### src/rtl/quadratic_bezier_point_generator_core_defines.svh
// ---------------------------------------------------------------------------
// Quadratic Bezier point generator - assertion macros
// Shared concurrent assertion helpers for the RTL of this block.
// ---------------------------------------------------------------------------
`ifndef QUADRATIC_BEZIER_POINT_GENERATOR_CORE_DEFINES_SVH
`define QUADRATIC_BEZIER_POINT_GENERATOR_CORE_DEFINES_SVH

// Same-cycle implication, disabled while reset is asserted
`define QBPG_ASSERT_IMPL(lbl, clk, rst_n, ante, cons) \
  lbl: assert property (@(posedge clk) disable iff (!rst_n) (ante) |-> (cons)) \
    else $error("qbpg: same-cycle check failed");

// Next-cycle implication, disabled while reset is asserted
`define QBPG_ASSERT_NEXT(lbl, clk, rst_n, ante, cons) \
  lbl: assert property (@(posedge clk) disable iff (!rst_n) (ante) |=> (cons)) \
    else $error("qbpg: next-cycle check failed");

`endif

### src/rtl/qbpg_pkg.sv
// ---------------------------------------------------------------------------
// qbpg_pkg
// Types and constants shared by the quadratic Bezier point generator.
// ---------------------------------------------------------------------------
package qbpg_pkg;

  // Fixed field widths
  localparam int IDX_W = 6;  // point_index
  localparam int CNT_W = 7;  // points_per_curve register

  localparam logic [CNT_W-1:0] MIN_POINTS = 7'd3;
  localparam logic [CNT_W-1:0] PPC_RESET  = 7'd3;

  // Blend term being accumulated
  localparam logic [1:0] TERM_FIRST = 2'd0;
  localparam logic [1:0] TERM_MID   = 2'd1;
  localparam logic [1:0] TERM_END   = 2'd2;

  // Coordinate being computed
  localparam logic COORD_X = 1'b0;
  localparam logic COORD_Y = 1'b1;

  // Sequencer states
  typedef enum logic [2:0] {
    ST_IDLE,
    ST_SQUARE,
    ST_SQ_WAIT,
    ST_MAC,
    ST_DRAIN,
    ST_DIV,
    ST_EMIT
  } qbpg_state_e;

  // Multiply-accumulate request
  typedef struct packed {
    logic issue;  // a product enters the multiplier
    logic clear;  // this product starts a new sum
  } qbpg_mac_ctrl_t;

endpackage

### src/rtl/quadratic_bezier_point_generator_core.sv
// ---------------------------------------------------------------------------
// quadratic_bezier_point_generator_core
// Emits the points of a quadratic Bezier curve for each set of three
// control points, using one shared multiplier and one serial divider.
// ---------------------------------------------------------------------------
// Usage:
//   s_axis carries one request: three control points in signed 12.4.
//   m_axis returns points_per_curve points (values below 3 act as 3, above
//   MAX_POINTS as MAX_POINTS), in order; tlast marks the final point.
//   cfg_wr_en_i / cfg_wr_data_i write points_per_curve (reset value 3);
//   write it only while no curve is in progress.
// Timing:
//   s_axis_tready_o is high only while no curve is in progress.
//   The serial divider (one quotient bit per cycle, one division per
//   coordinate, AW = COORD_WIDTH + WW + 1 quotient bits with WW the width
//   of (MAX_POINTS-1)^2) sets the cost of each point.
// Reset: all control state clears, the register returns to 3, no output.
// Stall: a finished point waits in the output register; the sequencer
//   holds until that register is free, so nothing is lost or repeated.
// ---------------------------------------------------------------------------
`include "quadratic_bezier_point_generator_core_defines.svh"

module quadratic_bezier_point_generator_core #(
  parameter int MAX_POINTS  = 64,
  parameter int COORD_WIDTH = 16
) (
  input  logic                                    clk_i,
  input  logic                                    rst_ni,
  // points_per_curve register
  input  logic                                    cfg_wr_en_i,
  input  logic [qbpg_pkg::CNT_W-1:0]              cfg_wr_data_i,
  // tdata: first_x, first_y, mid_x, mid_y, end_x, end_y (lowest bit up)
  input  logic                                    s_axis_tvalid_i,
  output logic                                    s_axis_tready_o,
  input  logic [((6*COORD_WIDTH+7)/8)*8-1:0]      s_axis_tdata_i,
  // tdata: curve_x, curve_y, point_index (lowest bit up); tlast: last_point
  output logic                                    m_axis_tvalid_o,
  input  logic                                    m_axis_tready_i,
  output logic [((2*COORD_WIDTH+qbpg_pkg::IDX_W+7)/8)*8-1:0] m_axis_tdata_o,
  output logic                                    m_axis_tlast_o
);
  import qbpg_pkg::*;

  localparam int CW    = COORD_WIDTH;
  localparam int WW    = $clog2((MAX_POINTS-1)*(MAX_POINTS-1) + 1);
  localparam int AW    = CW + WW + 1;
  localparam int OUT_W = ((2*CW+IDX_W+7)/8)*8;
  localparam logic [CNT_W-1:0] MAX_CNT = CNT_W'(MAX_POINTS);

  qbpg_state_e state_q, state_d;

  logic [CNT_W-1:0]     ppc_q;
  logic [CNT_W-1:0]     cnt_eff;
  logic signed [CW-1:0] pts_q [6];
  logic [IDX_W-1:0]     n_q;
  logic [IDX_W-1:0]     i_q;
  logic [IDX_W-1:0]     a_cur;
  logic [WW-1:0]        nsq_q;
  logic [WW-1:0]        a2_q;
  logic [WW-1:0]        i2_q;
  logic [WW-1:0]        wm;
  logic [WW:0]          wsum;
  logic [1:0]           k_q;
  logic                 coord_q;
  logic signed [CW-1:0] rx_q;
  logic                 last_pt;

  logic signed [CW-1:0] out_x_q;
  logic signed [CW-1:0] out_y_q;
  logic [IDX_W-1:0]     out_idx_q;
  logic                 out_last_q;
  logic                 out_valid_q;

  qbpg_mac_ctrl_t       mac_ctrl;
  logic [WW-1:0]        term_w;
  logic [WW-1:0]        mac_w;
  logic signed [CW-1:0] mac_p;
  logic signed [AW-1:0] mac_acc;
  logic                 mac_busy;

  logic                 div_start;
  logic                 div_done;
  logic signed [CW-1:0] div_quot;

  logic                 in_acc;
  logic                 out_load;

  // Effective point count, clamped to [3, MAX_POINTS]
  always_comb begin
    priority if (ppc_q < MIN_POINTS) begin
      cnt_eff = MIN_POINTS;
    end else if (ppc_q > MAX_CNT) begin
      cnt_eff = MAX_CNT;
    end else begin
      cnt_eff = ppc_q;
    end
  end

  // Blend weights: (n-i)^2, 2(n-i)i = n^2 - (n-i)^2 - i^2, i^2
  assign a_cur   = n_q - i_q;
  assign wm      = nsq_q - a2_q - i2_q;
  assign wsum    = {1'b0, a2_q} + {1'b0, i2_q};
  assign last_pt = (i_q == n_q);

  always_comb begin
    unique case (k_q)
      TERM_FIRST: term_w = a2_q;
      TERM_MID:   term_w = wm;
      TERM_END:   term_w = i2_q;
      default:    term_w = '0;
    endcase
  end

  // Multiplier operands: n*n during setup, weight*control point otherwise
  assign mac_w = (state_q == ST_SQUARE) ? WW'(n_q) : term_w;
  assign mac_p = (state_q == ST_SQUARE) ? CW'(n_q) : pts_q[{k_q, coord_q}];

  qbpg_mac #(
    .CW (CW),
    .WW (WW)
  ) u_mac (
    .clk_i    (clk_i),
    .rst_ni   (rst_ni),
    .ctrl_i   (mac_ctrl),
    .weight_i (mac_w),
    .coord_i  (mac_p),
    .acc_o    (mac_acc),
    .busy_o   (mac_busy)
  );

  qbpg_div #(
    .CW (CW),
    .WW (WW)
  ) u_div (
    .clk_i   (clk_i),
    .rst_ni  (rst_ni),
    .start_i (div_start),
    .num_i   (mac_acc),
    .den_i   (nsq_q),
    .done_o  (div_done),
    .quot_o  (div_quot)
  );

  // Next state
  always_comb begin
    state_d = state_q;
    unique case (state_q)
      ST_IDLE:    if (s_axis_tvalid_i) state_d = ST_SQUARE;
      ST_SQUARE:  state_d = ST_SQ_WAIT;
      ST_SQ_WAIT: if (!mac_busy) state_d = ST_MAC;
      ST_MAC:     if (k_q == TERM_END) state_d = ST_DRAIN;
      ST_DRAIN:   if (!mac_busy) state_d = ST_DIV;
      ST_DIV: begin
        if (div_done) state_d = (coord_q == COORD_Y) ? ST_EMIT : ST_MAC;
      end
      ST_EMIT: begin
        if (out_load) state_d = last_pt ? ST_IDLE : ST_MAC;
      end
      default:    state_d = ST_IDLE;
    endcase
  end

  // Sequencer outputs
  always_comb begin
    mac_ctrl.issue  = (state_q == ST_SQUARE) || (state_q == ST_MAC);
    mac_ctrl.clear  = (state_q == ST_SQUARE) ||
                      ((state_q == ST_MAC) && (k_q == TERM_FIRST));
    div_start       = (state_q == ST_DRAIN) && !mac_busy;
    out_load        = (state_q == ST_EMIT) && (!out_valid_q || m_axis_tready_i);
    s_axis_tready_o = (state_q == ST_IDLE);
    in_acc          = s_axis_tvalid_i && (state_q == ST_IDLE);
  end

  // Control state
  always_ff @(posedge clk_i or negedge rst_ni) begin
    if (!rst_ni) begin
      state_q     <= ST_IDLE;
      ppc_q       <= PPC_RESET;
      n_q         <= '0;
      i_q         <= '0;
      k_q         <= TERM_FIRST;
      coord_q     <= COORD_X;
      out_valid_q <= 1'b0;
    end else begin
      state_q <= state_d;
      if (cfg_wr_en_i) begin
        ppc_q <= cfg_wr_data_i;
      end
      if (in_acc) begin
        n_q <= IDX_W'(cnt_eff - 1'b1);
        i_q <= '0;
      end
      if ((state_q == ST_SQ_WAIT) && !mac_busy) begin
        i_q     <= '0;
        coord_q <= COORD_X;
      end
      if (state_q == ST_MAC) begin
        k_q <= (k_q == TERM_END) ? TERM_FIRST : k_q + 1'b1;
      end
      if (div_done && (state_q == ST_DIV) && (coord_q == COORD_X)) begin
        coord_q <= COORD_Y;
      end
      if (out_load) begin
        coord_q <= COORD_X;
        if (!last_pt) begin
          i_q <= i_q + 1'b1;
        end
      end
      // Output register
      if (out_load) begin
        out_valid_q <= 1'b1;
      end else if (m_axis_tready_i) begin
        out_valid_q <= 1'b0;
      end
    end
  end

  // Payload and weight registers
  always_ff @(posedge clk_i) begin
    if (in_acc) begin
      for (int k = 0; k < 6; k++) begin
        pts_q[k] <= s_axis_tdata_i[k*CW +: CW];
      end
    end
    if ((state_q == ST_SQ_WAIT) && !mac_busy) begin
      nsq_q <= mac_acc[WW-1:0];
      a2_q  <= mac_acc[WW-1:0];
      i2_q  <= '0;
    end
    if (div_done && (state_q == ST_DIV) && (coord_q == COORD_X)) begin
      rx_q <= div_quot;
    end
    if (out_load) begin
      out_x_q    <= rx_q;
      out_y_q    <= div_quot;
      out_idx_q  <= i_q;
      out_last_q <= last_pt;
      if (!last_pt) begin
        // (a-1)^2 = a^2 - 2a + 1, (i+1)^2 = i^2 + 2i + 1
        a2_q <= a2_q - WW'({a_cur, 1'b0}) + 1'b1;
        i2_q <= i2_q + WW'({i_q, 1'b0}) + 1'b1;
      end
    end
  end

  assign m_axis_tvalid_o = out_valid_q;
  assign m_axis_tdata_o  = OUT_W'({out_idx_q, out_y_q, out_x_q});
  assign m_axis_tlast_o  = out_last_q;

  // Checks
  `QBPG_ASSERT_NEXT(a_accept_starts, clk_i, rst_ni, s_axis_tvalid_i && s_axis_tready_o, state_q == ST_SQUARE)
  `QBPG_ASSERT_IMPL(a_div_in_div, clk_i, rst_ni, div_done, state_q == ST_DIV)
  `QBPG_ASSERT_IMPL(a_weights_fit, clk_i, rst_ni, state_q == ST_MAC, wsum <= {1'b0, nsq_q})
  `QBPG_ASSERT_IMPL(a_index_range, clk_i, rst_ni, state_q != ST_IDLE, i_q <= n_q)
  `QBPG_ASSERT_IMPL(a_mid_curve_busy, clk_i, rst_ni, m_axis_tvalid_o && !m_axis_tlast_o, state_q != ST_IDLE)

endmodule

### src/rtl/qbpg_mac.sv
// ---------------------------------------------------------------------------
// qbpg_mac
// Shared multiplier with registered product and a following accumulator.
// ---------------------------------------------------------------------------
module qbpg_mac #(
  parameter int CW = 16,
  parameter int WW = 12
) (
  input  logic                          clk_i,
  input  logic                          rst_ni,
  input  qbpg_pkg::qbpg_mac_ctrl_t      ctrl_i,
  input  logic [WW-1:0]                 weight_i,
  input  logic signed [CW-1:0]          coord_i,
  output logic signed [CW+WW:0]         acc_o,
  output logic                          busy_o
);
  import qbpg_pkg::*;

  localparam int AW = CW + WW + 1;

  logic signed [AW-1:0] prod_q;
  logic signed [AW-1:0] acc_q;
  logic                 pv_q;
  logic                 pclr_q;

  // Multiply stage: unsigned weight times signed coordinate
  always_ff @(posedge clk_i) begin
    prod_q <= $signed({1'b0, weight_i}) * coord_i;
  end

  always_ff @(posedge clk_i or negedge rst_ni) begin
    if (!rst_ni) begin
      pv_q   <= 1'b0;
      pclr_q <= 1'b0;
    end else begin
      pv_q   <= ctrl_i.issue;
      pclr_q <= ctrl_i.clear;
    end
  end

  // Accumulate stage
  always_ff @(posedge clk_i) begin
    if (pv_q) begin
      acc_q <= pclr_q ? prod_q : acc_q + prod_q;
    end
  end

  assign acc_o  = acc_q;
  assign busy_o = pv_q;

endmodule

### src/rtl/qbpg_div.sv
// ---------------------------------------------------------------------------
// qbpg_div
// Serial restoring divider, one quotient bit per cycle, with rounding to
// nearest (ties away from zero) and saturation to the coordinate range.
// ---------------------------------------------------------------------------
module qbpg_div #(
  parameter int CW = 16,
  parameter int WW = 12
) (
  input  logic                  clk_i,
  input  logic                  rst_ni,
  input  logic                  start_i,
  input  logic signed [CW+WW:0] num_i,
  input  logic [WW-1:0]         den_i,
  output logic                  done_o,
  output logic signed [CW-1:0]  quot_o
);
  import qbpg_pkg::*;

  localparam int AW = CW + WW + 1;
  localparam int DW = $clog2(AW + 1);
  localparam logic [AW-1:0] POS_LIM = {{(AW-CW+1){1'b0}}, {(CW-1){1'b1}}};
  localparam logic [AW-1:0] NEG_LIM = POS_LIM + 1'b1;

  logic [AW-1:0] mag;
  logic [AW-1:0] dvd_q;
  logic [WW-1:0] rem_q;
  logic [WW-1:0] den_q;
  logic          neg_q;
  logic [DW-1:0] cnt_q;
  logic          done_q;
  logic [WW:0]   trial;
  logic          qbit;
  logic [WW:0]   rem_sub;

  // Magnitude plus half the divisor gives round-half-away-from-zero
  assign mag = (num_i[AW-1] ? AW'(-num_i) : AW'(num_i)) + AW'(den_i >> 1);

  // One restoring step
  assign trial   = {rem_q, dvd_q[AW-1]};
  assign qbit    = (trial >= {1'b0, den_q});
  assign rem_sub = trial - {1'b0, den_q};

  always_ff @(posedge clk_i or negedge rst_ni) begin
    if (!rst_ni) begin
      cnt_q  <= '0;
      done_q <= 1'b0;
    end else begin
      done_q <= (cnt_q == DW'(1));
      if (start_i) begin
        cnt_q <= DW'(AW);
      end else if (cnt_q != '0) begin
        cnt_q <= cnt_q - 1'b1;
      end
    end
  end

  always_ff @(posedge clk_i) begin
    if (start_i) begin
      dvd_q <= mag;
      rem_q <= '0;
      den_q <= den_i;
      neg_q <= num_i[AW-1];
    end else if (cnt_q != '0) begin
      dvd_q <= {dvd_q[AW-2:0], qbit};
      rem_q <= qbit ? rem_sub[WW-1:0] : trial[WW-1:0];
    end
  end

  // Sign restore and range guard
  always_comb begin
    if (neg_q) begin
      quot_o = (dvd_q > NEG_LIM) ? {1'b1, {(CW-1){1'b0}}} : CW'(-dvd_q);
    end else begin
      quot_o = (dvd_q > POS_LIM) ? {1'b0, {(CW-1){1'b1}}} : CW'(dvd_q);
    end
  end

  assign done_o = done_q;

endmodule
### config.mk
export PLATFORM = sky130hd
export DESIGN_NAME = quadratic_bezier_point_generator_core
export DESIGN_NICKNAME = d
export VERILOG_FILES = /design/src/rtl/qbpg_pkg.sv /design/src/rtl/quadratic_bezier_point_generator_core.sv /design/src/rtl/qbpg_mac.sv /design/src/rtl/qbpg_div.sv
export VERILOG_INCLUDE_DIRS = /design/src /design/src/rtl
export SDC_FILE = /design/constraint.sdc
export NUM_CORES = 1
export LEC_CHECK = 0
export ABC_AREA = 1
export BUFFER_PORTS_ARGS = -buffer_cell sky130_fd_sc_hd__buf_2
export CAP_MARGIN = 15
export CORE_MARGIN = 2
export CORE_UTILIZATION = 60
export DETAILED_ROUTE_END_ITERATION = 6
export PLACE_DENSITY = 0.79
export SLEW_MARGIN = 20
export SYNTH_ARGS = -nofsm -noshare
export SYNTH_HDL_FRONTEND = slang
export SYNTH_SLANG_ARGS = --single-unit
### constraint.sdc
create_clock -name clk_i -period 9.5 [get_ports clk_i]
set_input_delay 2.375 -clock clk_i [delete_from_list [all_inputs] [get_ports clk_i]]
set_output_delay 2.375 -clock clk_i [all_outputs]
set_load 0.02 [all_outputs]
==> impl_metrics.py, run 1 <==
metrics = {
    "run_status": {
        "outcome": "finished clean",
    },
    "floorplan": {
        "die_h_um": 212,
        "rows": 76,
        "io_pins": 151,
        "start_util": 0.605,
        "coreArea_mm2": 0.0428,
        "die_w_um": 212,
        "die_area_mm2": 0.0448,
    },
    "cts": {
        "tritoncts": "done",
        "clk_latency_ns": 0.57,
        "clock_path_buffers": 3,
        "numCtsBuffers": 38,
        "postCtsSetupBuffers": 0,
        "htreeDepth": 2,
        "cts_hold_buffers": 0,
        "cts.repair.resized": 0,
        "cts.sink_count": 333,
        "clk_pin_slew_ns": 0.07,
        "cts_root_buf": "clkbuf_16",
    },
    "finish": {
        "final_common_cell": "nand2_1",
        "area_growth_pct": 9.89,
        "final_nets": 3617,
        "drive_gt1_frac": 0.0982,
        "final_cell_mix": "nand2_1, inv_1, nor2_1",
    },
    "detailed_routing": {
        "detail_route.iter0.violations": 1606,
        "wl_per_cell_um": 17.3,
        "drt-vias-per-instance": 5.65,
        "vias": 21070,
        "drc_errors": 0,
        "antenna_left": 0,
        "routed_wl_mm": 64.5,
        "dr.pass1.iters": 6,
    },
    "worst_setup_path": {
        "critPathMaxFanout": 9,
        "end_kind": "flop",
        "crit_path_max_incr_delay_ns": 0.55,
        "start_kind": "flop",
        "crit_top_cell": "fa_1",
        "cp.arrival_ns": 8.40,
        "cpMaxStageDelayCell": "fa_1",
        "critPathKind": "flop to flop",
        "critPathRequiredTime_ns": 9.94,
    },
    "sta": {
        "fin_worst_skew_ns": 0.0312,
        "setup_viol": 0,
        "tns_ns": 0,
        "fmaxAchievable_ghz": 0.126,
        "rsz0062_at_grt": "no",
        "fin_crit_ns": 7.96,
        "min_period_over_period": 0.838,
        "slew_viol_final": 0,
        "hold_viol_final": 0,
        "tightest_slew_ns": 1.02,
        "slew_headroom": 0.323,
    },
    "global_routing": {
        "grt_pass1_vias": 21685,
        "grt_usage": 0.300,
        "grt_max_degree": 78,
        "antenna_found_initial": 2,
        "grt-ovfl-total": 0,
        "grt_pass1_wl_mm": 107,
    },
    "logic_synthesis": {
        "yosysUniqueCellTypes": 60,
        "synthArstFlopShare": 0.102,
        "syn_area_mm2": 0.0259,
        "synth_edf_count": 234,
        "synth.avg_cell_area_um2": 8.62,
        "seq_area_frac_synth": 0.355,
        "ys_seq_elements": 333,
        "synth_warnings": 0,
        "netlist_instances": 3001,
        "synth-main-ff-cell": "edfxtp_1",
    },
    "worst_hold_path": {
        "hold_path_class": "flop to flop",
    },
    "place": {
        "portBuffers": 148,
        "gp_congestion": 0.987,
        "hpwl_mm": 50.1,
    },
    "job": {
        "drv_cap": 0,
    },
}
path summary, 6_finish.rpt:
check	startpoint	end	slack [ns]	cells past startpoint
hold reg to reg	rx_q[15]	out_x_q[15]	0.42	0
max in group asynchronous	rst_ni	u_mac.busy_o	7.02	1
hold / removal	rx_q[15]	out_x_q[15]	0.42	0
setup reg to reg	nsq_q[3]	u_mac.prod_q[22]	1.54	29
min in group asynchronous	rst_ni	n_q[1]	1.90	1
setup / recovery	nsq_q[3]	u_mac.prod_q[22]	1.54	29
layer usage:
layer | global-route usage | share of wire
met5 | 0 | 0
met4 | 0.148 | 0.050
met3 | 0.0426 | 0.061
met2 | 0.532 | 0.50
met1 | 0.359 | 0.39
cells in the mapped netlist (14+ instances only):
cell type  instances  area, um2
nand2_1          586       2200
inv_1            501       1880
nor2_1           300       1130
edfxtp_1         234       7030
fa_1             195       3900
o21ai_0          177        886
ha_1             166       2080
nand3_1          163        816
a21oi_1          144        721
dfxtp_1           65       1300
xor2_1            58        508
xnor2_1           46        403
dfrtp_1           32        801
o221ai_1          26        228
nor3_1            24        120
buf_2             23        115
nand2_2           23        144
clkbuf_1          22       82.6
nand4_1           22        138
a31oi_1           18        113
or2_2             18        113
o22ai_1           14       87.6
sequential cells by signal, indices dropped and copies added, names as in the netlist, 5 cells and up:
name,flops
a2_q,12
i2_q,12
i_q,6
n_q,6
nsq_q,12
out_idx_q,6
out_x_q,16
out_y_q,16
ppc_q,7
pts_q,96
rx_q,16
u_div.cnt_q,5
u_div.den_q,12
u_div.dvd_q,29
u_div.rem_q,12
u_mac.acc_o,29
u_mac.prod_q,29
worst max-delay path, delay by kind of cell (launching register included):
kind | cells | cell delay [ns]
AND/OR/NAND/NOR | 6 | 0.85
XOR/XNOR | 1 | 0.17
buffers and inverters | 5 | 0.64
AO/OA/AOI/OAI | 9 | 1.91
adder cells (fa/ha/maj) | 8 | 3.78
flip-flops | 1 | 0.47
stage by stage:
stage / hold slack, ns / cell area (um2) / util / setup slack, ns / std cells
6_report: 0.418 / 28400 / 0.664 / 1.54 / 3726
5_1_grt: 0.430 / 28400 / 0.664 / 1.16 / 3726
4_1_cts: 0.417 / 28400 / 0.664 / 1.77 / 3724
3_5_place_dp: 0.405 / 27100 / 0.634 / 1.80 / 3654
3_3_place_gp: 0.401 / 27100 / 0.634 / 1.87 / 3654
2_1_floorplan: 0.400 / 25900 / - / 1.46 / 3002
layout make-up:
type	instances	area, um2
clock buffers	46	1020
fillers	3434	14400
diodes	2	5.00
inverters	519	1950
flip-flops and latches	333	9180
well taps	546	683
multi-input cells	2092	14500
repair buffers	164	861
clock inverters	24	254
kinds of logic (layout without fill, tap and decap cells):
logic type | count (synthesis) | count (layout) | synth area share
buf+inv | 577 | 753 | 0.0865
fa+ha+maj | 361 | 361 | 0.231
other cells | 1 | 4 | 0.000145
flops | 333 | 333 | 0.355
simple gates | 1176 | 1176 | 0.193
xor+xnor | 104 | 104 | 0.0352
compound gates | 448 | 448 | 0.0987
mux | 1 | 1 | 0.000387
Power of run 1 is not shown: default switching activity piles up to over one toggle a cycle in this logic, so the estimate is an artifact.
==> run 2: changes to the inputs <==
ABC_AREA = 0   (was 1)
clock period = 8.2 ns   (was 9.5 ns; I/O delays follow)
==> impl_metrics.py, run 2 <==
metrics = {
    "run_status": {
        "outcome": "finished, violations left",
        "violations": "DRC",
    },
    "finish": {
        "regArea_mm2": 0.00918,
        "utilization": 0.669,
        "final_cell_mix": "inv_1, nand2_1, edfxtp_1",
        "final_common_cell": "inv_1",
        "antennaDiodeCount": 0,
        "area_growth_pct": 10.4,
        "multiInputGateArea_mm2": 0.0146,
        "drive_gt1_frac": 0.126,
        "num-fill-cells": 3233,
        "max_flop_register": "pts_q",
        "largest_reg_flops": 96,
        "final_nets": 3141,
    },
    "worst_setup_path": {
        "reg2regPathDepth": 28,
        "cp.arrival_ns": 8.39,
        "critPathMaxFanout": 6,
        "cp_num_buf_inv": 6,
        "crit_top_cell": "fa_1",
        "critPathKind": "flop to flop",
        "worstReg2RegStart": "a2_q[0]",
        "cpMaxStageDelayCell": "a21oi_1",
        "cp_top_family": "adder cells",
        "crit_path_max_incr_delay_ns": 0.60,
        "r2r-end": "u_mac.prod_q[28]",
        "end_kind": "flop",
        "start_kind": "flop",
        "critPathRequiredTime_ns": 8.65,
        "cp.depth": 28,
        "rrSetupSlack_ns": 0.26,
    },
    "job": {
        "drv_cap": 0,
    },
    "detailed_routing": {
        "routed_wl_mm": 60.1,
        "drt-vias-per-instance": 5.95,
        "detail_route.iter0.violations": 1636,
        "antenna_left": 0,
        "vias": 19266,
        "drc_errors": 10,
        "wl_per_cell_um": 18.6,
        "dr.pass1.iters": 7,
    },
    "floorplan": {
        "rows": 75,
        "die_area_mm2": 0.0439,
        "start_util": 0.606,
        "die_w_um": 210,
        "io_pins": 151,
        "die_h_um": 210,
        "coreArea_mm2": 0.0419,
    },
    "sta": {
        "rsz0062_at_grt": "no",
        "min_period_over_period": 0.968,
        "tns_ns": 0,
        "fmaxAchievable_ghz": 0.126,
        "fin_crit_ns": 7.94,
        "slew_headroom": 0.369,
        "tightest_slew_ns": 0.947,
        "setup_viol": 0,
        "hold_viol_final": 0,
        "slew_viol_final": 0,
        "fin_worst_skew_ns": 0.0318,
        "finalWorstSetupSlack_ns": 0.259,
    },
    "logic_synthesis": {
        "synth_warnings": 0,
        "synth-main-ff-cell": "edfxtp_1",
        "syn_area_mm2": 0.0254,
        "netlist_instances": 2527,
        "yosysMostFrequentCell": "inv_1",
        "synth_area_leaders": "edfxtp_1, fa_1, ha_1",
        "seq_area_frac_synth": 0.362,
        "synth_top_area_share": 0.277,
        "synth_area_leader_cell": "edfxtp_1",
        "synth_edf_count": 234,
        "yosysUniqueCellTypes": 83,
        "synth_common_cells": "inv_1, nand2_1, edfxtp_1, fa_1, ha_1",
        "ys_seq_elements": 333,
        "synthArstFlopShare": 0.102,
        "synth.avg_cell_area_um2": 10.0,
    },
    "worst_hold_path": {
        "min_path_cells": 0,
        "min_from": "rx_q[12]",
        "min_to": "out_x_q[12]",
        "hold_path_class": "flop to flop",
    },
    "global_routing": {
        "antenna_found_initial": 0,
        "grt_usage": 0.282,
        "grt_pass1_vias": 20034,
        "grt-ovfl-total": 0,
        "grt_pass1_wl_mm": 99.6,
        "grt_max_degree": 74,
    },
    "cts": {
        "clk_pin_slew_ns": 0.06,
        "numCtsBuffers": 37,
        "cts.sink_count": 333,
        "htreeDepth": 2,
        "cts_root_buf": "clkbuf_16",
        "tritoncts": "done",
        "clock_path_buffers": 3,
        "cts_hold_buffers": 0,
        "clk_latency_ns": 0.58,
    },
    "place": {
        "hpwl_mm": 46.2,
        "gp_congestion": 0.980,
        "portBuffers": 148,
        "place_ws_ns": 0.0996,
    },
}
## run 2: cell types whose count changed after synthesis, sizes merged, moves of 36 or more
cell,previous run,this run
clkbuf,23,70
inv,513,332
mux2i,1,42
nand2,610,274
nand3,167,40
nor2,321,149
o21ai,190,154
## run 2: logic make-up (layout without fill, tap and decap cells)
family | Yosys count | count (layout) | share of synthesized area
other cells | 1 | 2 | 0.000148
fa+ha+maj | 361 | 361 | 0.236
buf+inv | 419 | 591 | 0.0631
mux | 78 | 78 | 0.0365
xor+xnor | 129 | 129 | 0.0445
flops | 333 | 333 | 0.362
simple gates | 693 | 693 | 0.127
compound gates | 513 | 513 | 0.131
## run 2: per-stage QoR
stage               hold slack [ns]  instance area (um2)  std cells
global placement              0.402                26800       3167
finish                        0.416                28000       3239
detailed placement            0.405                26800       3167
CTS                           0.416                27900       3234
global route                  0.426                28000       3239
floorplan                     0.400                25400       2528
## run 2: area by class of cell
type | count | share of cell area
flip-flops and latches | 333 | 0.328
well taps | 539 | 0.0241
inverters | 333 | 0.0446
multi-input cells | 1776 | 0.523
clock buffers | 45 | 0.0352
clock inverters | 22 | 0.00715
repair buffers | 191 | 0.0381
## run 2: timing repair
action                     CTS  global route
resized for setup            0            13
setup endpoints to repair    0             6
buffers inserted             0             5
## run 2: layer usage
layer	part of all wire	GRT usage
met1	0.39	0.340
met2	0.50	0.505
met3	0.068	0.0456
met4	0.037	0.112
met5	0	0
## run 2: worst max path at each step
stage,slack [ns],to,startpoint
3_3_place_gp,0.30,u_mac.prod_q[28],i2_q[0]
5_1_grt,0.01,u_mac.prod_q[28],nsq_q[0]
6_report,0.26,u_mac.prod_q[28],a2_q[0]
2_1_floorplan,0.13,u_mac.prod_q[28],nsq_q[0]
3_5_place_dp,0.1,u_mac.prod_q[27],i2_q[0]
4_1_cts,0.09,u_mac.prod_q[27],i2_q[0]
Power of run 2 is left out for the same reason.
==> run 3: changes to the inputs <==
CORE_ASPECT_RATIO = 1.5   (was not set)
==> impl_metrics.py, run 3 (synthesis results as in run 2) <==
metrics = {
    "run_status": {
        "outcome": "finished clean",
    },
    "finish": {
        "final_nets": 3145,
        "finalNonFillerCells": 3265,
        "num-fill-cells": 3239,
        "final_common_cell": "inv_1",
        "drive_gt1_frac": 0.132,
        "final_cell_mix": "inv_1, nand2_1, edfxtp_1",
        "area_growth_pct": 11.1,
        "largest_reg_flops": 96,
        "regArea_mm2": 0.00918,
        "max_flop_register": "pts_q",
        "multiInputGateArea_mm2": 0.0148,
    },
    "worst_setup_path": {
        "critPathRequiredTime_ns": 8.61,
        "cp_num_buf_inv": 5,
        "crit_top_cell": "fa_1",
        "critPathKind": "flop to flop",
        "cp_top_family": "adder cells",
        "end_kind": "flop",
        "cp.arrival_ns": 8.30,
        "crit_path_max_incr_delay_ns": 0.79,
        "critPathMaxFanout": 5,
        "start_kind": "flop",
        "cpMaxStageDelayCell": "or4_2",
    },
    "cts": {
        "cts_hold_buffers": 0,
        "clock_path_buffers": 3,
        "clk_latency_ns": 0.55,
        "numCtsBuffers": 34,
        "htreeDepth": 2,
        "cts.sink_count": 333,
        "cts_root_buf": "clkbuf_16",
        "clk_pin_slew_ns": 0.06,
        "tritoncts": "done",
    },
    "sta": {
        "finalWorstSetupSlack_ns": 0.310,
        "tightest_slew_ns": 1.03,
        "slew_viol_final": 0,
        "hold_viol_final": 0,
        "slew_headroom": 0.312,
        "fmaxAchievable_ghz": 0.127,
        "fin_worst_skew_ns": 0.0349,
        "fin_crit_ns": 7.89,
        "tns_ns": 0,
        "hold_slack_ns": 0.419,
        "min_period_over_period": 0.962,
        "setup_viol": 0,
    },
    "detailed_routing": {
        "detail_route.iter0.violations": 1324,
        "dr.pass1.iters": 6,
        "wl_met1_mm": 21.8,
        "drt-vias-per-instance": 5.90,
        "vias": 19260,
        "top_layer": "met4",
        "wl_met2_mm": 32.7,
        "wl_met3_mm": 2.41,
        "drc_errors": 0,
        "wl_per_cell_um": 18.7,
        "antenna_left": 0,
        "routed_wl_mm": 61.0,
    },
    "worst_hold_path": {
        "hold_path_class": "flop to flop",
    },
    "place": {
        "place_ws_ns": 0.00785,
        "gp_congestion": 1.01,
        "portBuffers": 148,
        "hpwl_mm": 47.9,
        "place_inst": 3198,
    },
    "global_routing": {
        "grt_usage": 0.284,
        "grt_pass1_wl_mm": 99.0,
        "grt_pass1_vias": 20175,
        "antenna_found_initial": 1,
        "grt-ovfl-total": 0,
        "grt_max_degree": 68,
    },
    "floorplan": {
        "die_area_mm2": 0.0440,
        "die_h_um": 256,
        "start_util": 0.606,
        "coreArea_mm2": 0.0419,
        "io_pins": 151,
        "rows": 92,
        "die_w_um": 172,
    },
    "job": {
        "drv_cap": 0,
    },
}
[run 3: cell count changes in the layout (fill, tap and decap cells not counted), sizes merged]
cell / delta
buf: +6
bufinv: +4
clkbuf: -6
clkinv: -3
diode: +1
inv: -2
or4: +1
[run 3: layout make-up]
| type | count | share of cell area |
|---|---|---|
| Clock inverter | 21 | 0.0100 |
| Antenna cell | 1 | 0.0000888 |
| Clock buffer | 39 | 0.0316 |
| Tap cell | 564 | 0.0250 |
| Inverter | 333 | 0.0443 |
| Sequential cell | 333 | 0.326 |
| Timing Repair Buffer | 197 | 0.0397 |
| Multi-Input combinational cell | 1777 | 0.523 |
[run 3: worst paths after layout]
path / start / to / slack (ns) / depth (start not counted)
worst max-delay path: nsq_q[0] / u_mac.prod_q[27] / 0.31 / 29
worst min-delay path: rx_q[9] / out_x_q[9] / 0.42 / 0
worst max register to register: nsq_q[0] / u_mac.prod_q[27] / 0.31 / 29
worst min register to register: rx_q[9] / out_x_q[9] / 0.42 / 0
max in group asynchronous: rst_ni / k_q[0] / 6.09 / 1
min in group asynchronous: rst_ni / u_mac.busy_o / 1.58 / 1
[run 3: timing repair]
| action | 4_1_cts | 5_1_grt |
|---|---|---|
| buffers inserted | 0 | 5 |
| endpoints found under the hold margin | 0 | 0 |
| cloned | 0 | 1 |
| resized for setup | 2 | 29 |
| pin swaps | 0 | 5 |
| endpoints found under the setup margin | 1 | 3 |
[run 3: per-stage QoR]
stage / utilization / cell area, um2
finish: 0.673 / 28200
detailed placement: 0.640 / 26800
floorplan: - / 25400
CTS: 0.669 / 28000
global placement: 0.640 / 26800
global route: 0.673 / 28200
[run 3: layer usage]
metal  global-route usage  up-vias
li1                     -     9036
met1                0.305     9352
met2                0.527      637
met3               0.0311      235
met4                0.170        0
met5                    0        -
Power of run 3 is left out for the same reason.
